### src/sv/cra_pkg.sv
package cra_pkg;

  localparam logic [2:0] MODE_AVG = 3'd0;
  localparam logic [2:0] MODE_TOTAL = 3'd1;
  localparam logic [2:0] MODE_MAX = 3'd2;
  localparam logic [2:0] MODE_MIN = 3'd3;
  localparam logic [2:0] MODE_MAJ = 3'd4;
  localparam logic [2:0] MODE_MINOR = 3'd5;

  localparam int SUM_W = 40;
  localparam logic signed [SUM_W-1:0] SUM_MAX = {1'b0, {(SUM_W-1){1'b1}}};
  localparam logic signed [SUM_W-1:0] SUM_MIN = {1'b1, {(SUM_W-1){1'b0}}};

  // Request from the control sequencer to the divider.
  typedef struct packed {
    logic start;
    logic signed [SUM_W-1:0] dividend;
  } div_req_t;

endpackage

### src/sv/cra_div.sv
// Signed truncating divide, one quotient bit per cycle.
module cra_div #(
  parameter int CW = 9
) (
  input  logic clk,
  input  logic rst,
  input  cra_pkg::div_req_t req,
  input  logic [CW-1:0] divisor,
  output logic busy,
  output logic done,
  output logic signed [cra_pkg::SUM_W-1:0] quotient
);
  localparam int W = cra_pkg::SUM_W;
  localparam int CNT_W = $clog2(W + 1);

  logic [W-1:0] quo;
  logic [CW:0] rem;
  logic [CW-1:0] dvs;
  logic neg;
  logic [CNT_W-1:0] cnt;
  logic [CW:0] shifted;
  logic [CW:0] diff;

  assign shifted = {rem[CW-1:0], quo[W-1]};
  assign diff = shifted - {1'b0, dvs};

  always_ff @(posedge clk) begin
    if (rst) begin
      busy <= 1'b0;
      done <= 1'b0;
      cnt <= '0;
    end else begin
      done <= 1'b0;
      if (req.start) begin
        busy <= 1'b1;
        cnt <= CNT_W'(W);
      end else if (busy) begin
        cnt <= cnt - 1'b1;
        if (cnt == CNT_W'(1)) begin
          busy <= 1'b0;
          done <= 1'b1;
        end
      end
    end
  end

  always_ff @(posedge clk) begin
    if (req.start) begin
      neg <= req.dividend[W-1];
      quo <= req.dividend[W-1] ? (W)'(-req.dividend) : req.dividend;
      rem <= '0;
      dvs <= divisor;
    end else if (busy) begin
      if (!diff[CW]) begin
        rem <= diff;
        quo <= {quo[W-2:0], 1'b1};
      end else begin
        rem <= shifted;
        quo <= {quo[W-2:0], 1'b0};
      end
    end
  end

  assign quotient = neg ? -$signed(quo) : $signed(quo);
endmodule

### src/sv/cell_record_aggregator.sv
// Channel   | Signals                                   | Direction
// record    | valid, ready, value, last_of_cell, empty_cell | in, ready out
// aggregate | out_valid, out_ready, result, missing, conflict, overflow | out, out_ready in
// config    | APB: psel penable pwrite paddr pwdata prdata pready | in/out
//
// A record is looked up by reading table entries in order; a match updates that entry,
// otherwise a new value takes a free entry. A record past the limit is dropped and sets overflow.
// A closing record then passes through a state that selects the result. Majority or minority
// then reads the table twice more, and an average waits on the divider.
// Reset is synchronous and clears the group state at once.
// The result register holds until out_ready; a new request is taken only
// when it is free.
module cell_record_aggregator #(
  parameter int DISTINCT = 16,
  parameter int MAX_RECORDS = 256
) (
  input  logic clk,
  input  logic rst,
  input  logic valid,
  output logic ready,
  input  logic signed [31:0] value,
  input  logic last_of_cell,
  input  logic empty_cell,
  output logic out_valid,
  input  logic out_ready,
  output logic signed [39:0] result,
  output logic missing,
  output logic conflict,
  output logic overflow,
  input  logic psel,
  input  logic penable,
  input  logic pwrite,
  input  logic [1:0] paddr,
  input  logic [31:0] pwdata,
  output logic [31:0] prdata,
  output logic pready
);
  localparam int IW = $clog2(DISTINCT);
  localparam int UW = $clog2(DISTINCT + 1);
  localparam int CW = $clog2(MAX_RECORDS + 1);
  localparam int W = cra_pkg::SUM_W;

  localparam logic [2:0] S_IDLE = 3'd0;
  localparam logic [2:0] S_SRCH = 3'd1;
  localparam logic [2:0] S_UPD = 3'd2;
  localparam logic [2:0] S_SCAN = 3'd3;
  localparam logic [2:0] S_TIE = 3'd4;
  localparam logic [2:0] S_DIV = 3'd5;
  localparam logic [2:0] S_CLOSE = 3'd6;

  logic [2:0] mode;
  logic [2:0] state;

  // Table memories: value and count per entry.
  logic [31:0] vmem [DISTINCT];
  logic [CW-1:0] cmem [DISTINCT];
  logic [31:0] vrd;
  logic [CW-1:0] crd;
  logic [IW-1:0] raddr;
  logic re;
  logic we;
  logic [IW-1:0] waddr;
  logic [31:0] wval;
  logic [CW-1:0] wcnt;

  logic signed [W-1:0] sum;
  logic [CW-1:0] count;
  logic signed [31:0] rmin;
  logic signed [31:0] rmax;
  logic [UW-1:0] used;
  logic ovf;

  logic signed [31:0] cur;
  logic cur_last;
  logic [UW-1:0] idx;
  logic [IW-1:0] hit_idx;
  logic rd_pending;
  logic [IW-1:0] rd_idx;
  logic signed [31:0] best_v;
  logic [CW-1:0] best_c;
  logic tie;
  logic pass2;

  cra_pkg::div_req_t dreq;
  logic dbusy;
  logic ddone;
  logic signed [W-1:0] quot;

  assign pready = 1'b1;
  assign prdata = {29'd0, mode};
  assign ready = (state == S_IDLE) && !out_valid;

  always_ff @(posedge clk) begin
    if (rst) mode <= cra_pkg::MODE_AVG;
    else if (psel && penable && pwrite && paddr == 2'd0) mode <= pwdata[2:0];
  end

  // The read address comes straight from the walk index so the data of the
  // entry at rd_idx is on vrd/crd in the cycle after its read is issued.
  always_comb begin
    re = 1'b0;
    raddr = idx[IW-1:0];
    if (state == S_SRCH) re = !(rd_pending && vrd == cur) && (idx != used);
    else if (state == S_SCAN) re = (idx != used);
  end

  always_ff @(posedge clk) begin
    if (we) begin
      vmem[waddr] <= wval;
      cmem[waddr] <= wcnt;
    end
    if (re) begin
      vrd <= vmem[raddr];
      crd <= cmem[raddr];
    end
  end

  cra_div #(.CW(CW)) u_div (
    .clk(clk), .rst(rst), .req(dreq), .divisor(count),
    .busy(dbusy), .done(ddone), .quotient(quot)
  );

  logic signed [W:0] sum_ext;
  logic signed [W-1:0] sum_sat;
  logic sat;
  logic better;
  logic maj;

  assign sum_ext = {sum[W-1], sum} + (W+1)'(cur);
  always_comb begin
    sat = 1'b0;
    sum_sat = sum_ext[W-1:0];
    if (sum_ext > (W+1)'(cra_pkg::SUM_MAX)) begin
      sum_sat = cra_pkg::SUM_MAX;
      sat = 1'b1;
    end else if (sum_ext < $signed({cra_pkg::SUM_MIN[W-1], cra_pkg::SUM_MIN})) begin
      sum_sat = cra_pkg::SUM_MIN;
      sat = 1'b1;
    end
  end

  assign maj = (mode == cra_pkg::MODE_MAJ);
  always_comb begin
    if (maj) better = (crd > best_c) || (crd == best_c && $signed(vrd) > best_v);
    else better = (crd < best_c) || (crd == best_c && $signed(vrd) < best_v);
  end

  task automatic finish(input logic signed [W-1:0] r, input logic c);
    result <= r;
    missing <= 1'b0;
    conflict <= c;
    overflow <= ovf;
    out_valid <= 1'b1;
  endtask

  always_ff @(posedge clk) begin
    dreq.start <= 1'b0;
    we <= 1'b0;
    if (rst) begin
      state <= S_IDLE;
      out_valid <= 1'b0;
      sum <= '0;
      count <= '0;
      rmin <= '0;
      rmax <= '0;
      used <= '0;
      ovf <= 1'b0;
      rd_pending <= 1'b0;
      dreq.start <= 1'b0;
      we <= 1'b0;
    end else begin
      if (out_valid && out_ready) out_valid <= 1'b0;
      unique case (state)
        S_IDLE: begin
          if (valid && ready) begin
            cur <= value;
            cur_last <= last_of_cell;
            if (empty_cell) begin
              sum <= '0; count <= '0; rmin <= '0; rmax <= '0;
              used <= '0; ovf <= 1'b0;
              result <= '0; missing <= 1'b1; conflict <= 1'b0;
              overflow <= 1'b0; out_valid <= 1'b1;
            end else if (count == CW'(MAX_RECORDS)) begin
              ovf <= 1'b1;
              state <= last_of_cell ? S_CLOSE : S_IDLE;
            end else begin
              idx <= '0;
              rd_pending <= 1'b0;
              state <= S_SRCH;
            end
          end
        end
        S_SRCH: begin
          // Issue one read a cycle; compare the previous read's data.
          if (rd_pending && vrd == cur) begin
            hit_idx <= rd_idx;
            rd_pending <= 1'b0;
            state <= S_UPD;
          end else if (idx == used) begin
            if (!rd_pending) begin
              if (used == UW'(DISTINCT)) begin
                ovf <= 1'b1;
                state <= cur_last ? S_CLOSE : S_IDLE;
              end else begin
                we <= 1'b1;
                waddr <= used[IW-1:0];
                wval <= cur;
                wcnt <= CW'(1);
                used <= used + 1'b1;
                sum <= sum_sat;
                if (sat) ovf <= 1'b1;
                rmin <= (count == '0 || cur < rmin) ? cur : rmin;
                rmax <= (count == '0 || cur > rmax) ? cur : rmax;
                count <= count + 1'b1;
                state <= cur_last ? S_CLOSE : S_IDLE;
              end
            end
            rd_pending <= 1'b0;
          end else begin
            rd_idx <= idx[IW-1:0];
            rd_pending <= 1'b1;
            idx <= idx + 1'b1;
          end
        end
        S_UPD: begin
          we <= 1'b1;
          waddr <= hit_idx;
          wval <= cur;
          wcnt <= crd + 1'b1;
          sum <= sum_sat;
          if (sat) ovf <= 1'b1;
          rmin <= (cur < rmin) ? cur : rmin;
          rmax <= (cur > rmax) ? cur : rmax;
          count <= count + 1'b1;
          state <= cur_last ? S_CLOSE : S_IDLE;
        end
        S_CLOSE: begin
          if (count == '0) begin
            result <= '0; missing <= 1'b1; conflict <= 1'b0;
            overflow <= ovf; out_valid <= 1'b1;
            state <= S_IDLE;
            sum <= '0; used <= '0; ovf <= 1'b0;
          end else begin
            priority case (mode)
              cra_pkg::MODE_TOTAL: begin finish(sum, 1'b0); state <= S_IDLE; end
              cra_pkg::MODE_MAX: begin finish(W'(rmax), 1'b0); state <= S_IDLE; end
              cra_pkg::MODE_MIN: begin finish(W'(rmin), 1'b0); state <= S_IDLE; end
              cra_pkg::MODE_MAJ, cra_pkg::MODE_MINOR: begin
                idx <= '0; rd_pending <= 1'b0; pass2 <= 1'b0; tie <= 1'b0;
                state <= S_SCAN;
              end
              default: begin
                dreq.start <= 1'b1;
                dreq.dividend <= sum;
                state <= S_DIV;
              end
            endcase
            if (mode != cra_pkg::MODE_MAJ && mode != cra_pkg::MODE_MINOR &&
                mode == cra_pkg::MODE_TOTAL || mode == cra_pkg::MODE_MAX ||
                mode == cra_pkg::MODE_MIN) begin
              sum <= '0; count <= '0; rmin <= '0; rmax <= '0;
              used <= '0; ovf <= 1'b0;
            end
          end
        end
        S_SCAN: begin
          // First pass finds the winner, second pass checks for a tie.
          if (rd_pending) begin
            if (!pass2) begin
              if (rd_idx == '0 || better) begin
                best_v <= vrd;
                best_c <= crd;
              end
            end else if (crd == best_c && $signed(vrd) != best_v) begin
              tie <= 1'b1;
            end
          end
          if (idx == used) begin
            rd_pending <= 1'b0;
            if (!rd_pending) begin
              if (!pass2) begin
                pass2 <= 1'b1;
                idx <= '0;
              end else begin
                state <= S_TIE;
              end
            end
          end else begin
            rd_idx <= idx[IW-1:0];
            rd_pending <= 1'b1;
            idx <= idx + 1'b1;
          end
        end
        S_TIE: begin
          finish(W'(best_v), tie);
          sum <= '0; count <= '0; rmin <= '0; rmax <= '0;
          used <= '0; ovf <= 1'b0;
          state <= S_IDLE;
        end
        S_DIV: begin
          if (ddone) begin
            finish(quot, 1'b0);
            sum <= '0; count <= '0; rmin <= '0; rmax <= '0;
            used <= '0; ovf <= 1'b0;
            state <= S_IDLE;
          end
        end
        default: state <= S_IDLE;
      endcase
    end
  end

  logic unused_busy;
  assign unused_busy = dbusy;
endmodule

### config.mk
export PLATFORM = sky130hd
export DESIGN_NAME = cell_record_aggregator
export DESIGN_NICKNAME = d
export VERILOG_FILES = /design/src/sv/cra_pkg.sv /design/src/sv/cra_div.sv /design/src/sv/cell_record_aggregator.sv
export SDC_FILE = /design/constraint.sdc
export NUM_CORES = 2
export LEC_CHECK = 0
export BUFFER_PORTS_ARGS = -buffer_cell sky130_fd_sc_hd__buf_2
export CAP_MARGIN = 40
export CORE_MARGIN = 4
export CORE_UTILIZATION = 56
export DETAILED_ROUTE_END_ITERATION = 16
export PLACE_DENSITY_LB_ADDON = 0.25
export SYNTH_ARGS = -nofsm -noshare
export SYNTH_HDL_FRONTEND = slang
export SYNTH_SLANG_ARGS = --single-unit
### constraint.sdc
create_clock -name clk -period 5.9 [get_ports clk]
set_input_delay 1.18 -clock clk [delete_from_list [all_inputs] [get_ports clk]]
set_output_delay 1.18 -clock clk [all_outputs]
set_load 0.005 [all_outputs]
# Word-level counts from Yosys, hierarchy flattened
# Memories as Yosys holds them, arrays and structs flattened. A register that Yosys moved wholly into a read port is not among the register bits.
# Cells that the tools add are included.
[word_totals]
regBits = 413
ramBits = 656
output_inout_bits = 78
wordCells = 343
memories = 2
[mem_list]
columns = ["memory", "depth", "width", "read_ports", "rd_ports_with_merged_regs", "write_ports", "line", "text"]
rows = [
  ["vmem", 16, 32, 1, 1, 1, "cell_record_aggregator.sv:55", "logic [31:0] vmem [DISTINCT];"],
  ["cmem", 16, 9, 1, 1, 1, "cell_record_aggregator.sv:56", "logic [CW-1:0] cmem [DISTINCT];"],
]
[classes]
n_addsub = 9
order_cmp = 8
eq_ne = 51
mux = 171
n_bitwise = 6
reduce_logical = 59
[op_table]
columns = ["op", "count"]
rows = [
  ["$mux 40", 17],
  ["$mux 32", 21],
  ["$pmux 32 s6", 2],
  ["$pmux 40 s6", 1],
  ["$pmux 40 s4", 1],
  ["$mux 9", 14],
  ["$pmux 40 s3", 1],
  ["$mux 5", 19],
  ["$neg 40->40", 2],
  ["$gt 32x32->1", 2],
  ["$lt 32x32->1", 2],
  ["$pmux 32 s2", 1],
  ["$mux 1", 55],
  ["$pmux 9 s6", 1],
  ["$add 40x32->41", 1],
  ["$gt 41x40->1 const B", 1],
  ["$lt 41x40->1 const B", 1],
  ["$mux 41", 1],
  ["$mux 3", 13],
  ["$eq 32x32->1", 1],
  ["$ne 32x32->1", 1],
  ["$reduce_and 6->1", 5],
  ["$ne 2x2->1 const B", 14],
  ["$pmux 5 s5", 1],
  ["other kinds (54)", 126],
]

# Depth between registers and ports, before layout
[depth]
depth_word = 10
depth_mapped = 15
mapped_depth_nobuf = 13

# Cells and area by module
# From an unflattened synthesis, not the netlist that was laid out.
[hier_totals]
cells_unflattened = 3431
area_unflattened_um2 = 49942.9
[modules_own_cells]
columns = ["module", "n_inst", "cells_per_inst", "area_per_inst_um2", "seq_area_each_um2"]
rows = [
  ["cell_record_aggregator", 1, 2900, 45142.0, 30028.8],
  ["cra_div", 1, 531, 4800.9, 1841.8],
]

# Least setup slack after synthesis
# OpenSTA, ideal clock, no wires.
[synth_path]
path_kind = "register to register"
from = "register idx[0]"
to = "register sum[0]"
setup_ns = 0.060
t_arrival_ns = 5.716
required_ns = 5.840
slack_ns = 0.125
stages_incl_launch_ff = 12
cell_sequence = "edfxtp_1 > clkbuf_1 > xor2_1 > nor3_1 > nand3_1 > nor2_1 > a21oi_1 > nor3_1 > a21boi_1 > clkbuf_1 > o21ai_0 > nand2_1"
[synth_via]
elab_chain_cells = 3
[synth_lines]
columns = ["element", "line", "text"]
rows = [
  ["from (decl)", "cell_record_aggregator.sv:75", "logic [UW-1:0] idx;"],
  ["from (signal assigned)", "cell_record_aggregator.sv:222", "idx <= idx + 1'b1;"],
  ["from (signal assigned)", "cell_record_aggregator.sv:291", "idx <= idx + 1'b1;"],
  ["$eq 5x5->1", "cell_record_aggregator.sv:199", "end else if (idx == used) begin"],
  ["$ne 2x1->1 (no line)", "-", ""],
  ["$reduce_and 9->1 (no line)", "-", ""],
  ["to (signal assigned)", "cell_record_aggregator.sv:210", "sum <= sum_sat;"],
  ["to (signal assigned)", "cell_record_aggregator.sv:230", "sum <= sum_sat;"],
  ["to (decl)", "cell_record_aggregator.sv:66", "logic signed [W-1:0] sum;"],
]
# Every way passes these cells.
# A chain may end at the register's enable or synchronous reset.

# Worst setup path in the final report
[layout_path]
from = "register cur[0]"
to = "register sum[21]"
[layout_via]
elab_chain_cells = 9
word_cells_on_any_way = 14
classes_between = "1 x add/sub; 2 x order compare; 2 x eq/ne; 7 x mux; 2 x reduce/logical"
[layout_lines]
columns = ["element", "line", "text"]
rows = [
  ["from (decl)", "cell_record_aggregator.sv:73", "logic signed [31:0] cur;"],
  ["from (signal assigned)", "cell_record_aggregator.sv:176", "cur <= value;"],
  ["$add 40x32->41", "cell_record_aggregator.sv:129", "assign sum_ext = {sum[W-1], sum} + (W+1)'(cur);"],
  ["$lt 41x40->1", "cell_record_aggregator.sv:136", "end else if (sum_ext < $signed({cra_pkg::SUM_MIN[W-1], cra_pkg::SUM_MIN})) begin"],
  ["$mux 40", "cell_record_aggregator.sv:136", ""],
  ["$mux 40", "cell_record_aggregator.sv:133", "if (sum_ext > (W+1)'(cra_pkg::SUM_MAX)) begin"],
  ["$mux 40", "cell_record_aggregator.sv:201", "if (used == UW'(DISTINCT)) begin"],
  ["$mux 40", "cell_record_aggregator.sv:200", "if (!rd_pending) begin"],
  ["$mux 40", "cell_record_aggregator.sv:199", ""],
  ["$mux 40", "cell_record_aggregator.sv:195", "if (rd_pending && vrd == cur) begin"],
  ["$pmux 40 s6", "cell_record_aggregator.sv:173", "unique case (state)"],
]
# Parallel ways exist; a longest one is shown, timed or not. The select of a mux whose other input is x is not followed.

==> impl_metrics.csv <==
group,metric,value,unit
drt,drc_errors,0,
placed_design,place_inst,4469,
cells_and_area,final_common_cell,"edfxtp_1",
synth,ys_types,77,
pwr,ir_drop,247,uV
synth,syn_inst,3300,
timing,maxSlewViolCount,0,
cells_and_area,nNetsFinal,3665,
setup_path,worst_setup_path_start_kind,"register",
synth,synth_ff_type,"edfxtp_1",
pwr,clkPwrFrac,37.7,%
synth,synth_mux_area_share,11.3,%
cts,hold_buffers,0,
cts,cts_buffers,109,
drt,wl_per_cell,25.9,um
timing,worst_slew_margin_rel,23.2,%
status,status,"completed",
drt,vias_per_cell,6.21,
pwr,power_frac_comb,12.5,%
cts,post-cts-setup-buffer-count,0,
placed_design,gp_congestion,0.934,
timing,tightest_slew,1.15,ns
setup_path,critPathMaxFanout,28,
cts,tritoncts,"yes",
cells_and_area,final_cell_mix,"edfxtp_1, mux4_2, nor2_1",
synth,synth_area,49300,um^2
global_routing,grt_util_all_layers,25.9,%
pwr,powerDensity,334,nW/um^2
synth,synth_edf_count,964,
hold_path,min_path_type,"register to register",
synth,ys_seq_area_share,64.6,%
cts,clock_sinks,1110,
cts,ctsHtreeMaxLevel,3,
setup_path,worst_setup_path_end_kind,"register",
cts,cts.clk_slew.worst_paths,0.07,ns
drt,vias,28975,
global_routing,grt_pass1_vias,29441,
timing,skew,0.0355,ns
floorplan,start_util,56.7,%
timing,fmax,207,MHz
synth,yosysWarnings,0,
global_routing,grt_max_degree,168,
cells_and_area,final_layout_size_suffix_gt1_share,16.4,%
setup_path,critPathKind,"register to register",
timing,hold_slack,0.439,ns
cts,cts_resized,0,
synth,synth_top_family_by_area,"multiplexers",
pwr,p_switching,4.62,mW
floorplan,pin_count,153,
placed_design,hpwlAfterDp,73.7,mm
synth,synthXorXnorAreaFrac,3.16,%
synth,ys_async_sr_fraction,0,%
drt,firstDrtPassIters,6,
cells_and_area,antenna_cells,0,
cts,clk_latency,0.70,ns
cells_and_area,syn_to_final_growth,11.5,%
drt,routed_wirelength,121,mm
global_routing,grt_pass1_wl,182,mm
synth,synth_simple_gate_area_share,6.82,%
floorplan,die_w,305,um
floorplan,dieArea,92900,um^2
timing,post-route-period-util,81.8,%
cells_and_area,layout.cells.non_filler,4669,
placed_design,port_buffers,93,
synth,synthAdderAreaFrac,4.22,%
drt,drtAntennaViolNets,0,
cts,clockBufferDepth,3,
timing,fin_crit,4.83,ns
floorplan,fp.coreArea,87000,um^2
pwr,p_int,13.8,mW
timing,rsz0062_at_grt,"no",
synth,ys_ff_latch,1110,
job,max_cap_viol_count,0,
cells_and_area,fin_util,63.2,%
setup_path,critPathArrivalTime,5.44,ns
global_routing,antenna_found_initial,2,
timing,setup_tns,0,ns
pwr,seqPwrFrac,49.8,%
drt,drt_first_iter_violations,2921,
timing,finalHoldViolCount,0,
setup_path,required,6.51,ns
global_routing,grt_overflow,0,
floorplan,die_h,305,um
pwr,p_leak,18.8,nW
timing,finalSetupViolCount,0,
cts,clock_tree.root_cell,"clkbuf_16",
synth,avgSynthCellArea,14.9,um^2
pwr,swShare,25.1,%
synth,synth-compound-area-share,7.17,%
floorplan,rows,108,
[flip-flops by register name (all words and copies together) (netlist names), 32 cells and up]
register and cells:
vrd 32, result 40, rmin 32, dreq 41, rmax 32, best_v 32, vmem 512, sum 40
u_div.quo 40, cmem 144, cur 32, wval 32
[routing by layer]
metal | share of wire [%] | up-vias | global-route usage (%)
met3 | 7.1 | 224 | 3.65
li1 | - | 12898 | -
met1 | 39 | 14692 | 34.6
met2 | 50 | 1161 | 43.8
met4 | 3.7 | 0 | 9.36
met5 | 0 | - | 0
[path summary, 6_finish.rpt]
check	from	depth (start not counted)	endpoint	slack [ns]
setup / recovery	cur[0]$_DFFE_PP_	15	sum[21]$_SDFFE_PP0P_	1.07
hold / removal	rd_idx[3]$_DFFE_PP_	0	hit_idx[3]$_DFFE_PP_	0.44
hold reg to reg	rd_idx[3]$_DFFE_PP_	0	hit_idx[3]$_DFFE_PP_	0.44
setup reg to reg	cur[0]$_DFFE_PP_	15	sum[21]$_SDFFE_PP0P_	1.07
[synthesized netlist by cell type (12+ instances only)]
cell,count,area (um^2)
ha_1,163,2040
nand2b_1,83,519
mux2i_1,95,951
edfxtp_1,964,28900
mux4_2,205,4620
xor2_1,94,823
nand3_1,34,170
or3_1,15,93.8
nand2_1,163,612
and3_1,12,75.1
buf_1,20,75.1
o21ai_0,121,606
xnor2_1,84,736
nor3_1,43,215
clkbuf_1,119,447
nand4_1,43,269
o221ai_1,20,175
a21oi_1,162,811
a221o_1,33,330
a21o_1,55,413
or4_1,14,105
dfxtp_1,146,2920
buf_4,30,225
a211oi_1,32,240
inv_1,146,548
nor2_1,212,796
o211ai_1,20,150
nor2b_1,26,163
o31ai_1,19,143
[logic make-up (layout without fill, tap and decap cells)]
kind of cell / Yosys count / after routing
other: 2 / 30
AOI/OAI and AO/OA: 537 / 537
and+or+nand+nor: 690 / 690
xor gates and xnor gates: 178 / 178
muxes: 301 / 301
buffers and inverters: 317 / 503
DFF: 1110 / 1110
adders and majority gates: 165 / 165
[stage by stage]
stage	power (mW)	setup WS, ns	area (um^2)
after detailed placement	11.6	1.27	51400
after CTS	18.5	1.20	55000
after global routing	19.1	0.809	55000
after global placement	11.5	1.26	51200
final	18.4	1.07	55000
after floorplan	10.8	0.125	49400
[power by group through the flow]
| stage | clock (mW) | sequential [mW] | combinational [mW] |
|---|---|---|---|
| after floorplan | 0 | 9.19 | 1.66 |
| after global placement | 0 | 9.29 | 2.19 |
| after detailed placement | 0 | 9.30 | 2.27 |
| after CTS | 7.04 | 9.14 | 2.29 |
| after global routing | 7.40 | 9.18 | 2.49 |
| final | 6.92 | 9.15 | 2.30 |
[cell type report]
cell class	instances	area, um^2
Fill cell	6190	32100
Timing Repair Buffer	157	1110
Tap cell	1155	1450
Inverter	146	548
Clock buffer	140	2850
Multi-Input combinational cell	1901	16400
Clock inverter	60	703
Sequential cell	1110	31900
[critical path, stage by stage, from the launching register on]
cell and delay, ns:
edfxtp_1 0.32, buf_4 0.18, ha_1 0.22, inv_1 0.06
fa_1 0.39, nand2b_1 0.18, a21oi_1 0.30, o211ai_1 0.24
a2111o_1 0.45, a2111oi_0 0.58, o211ai_1 0.18, a32o_1 0.40
nor2_1 0.40, and2_1 0.30, buf_4 0.36, a221o_1 0.18
(Power assumes the default switching activity.)
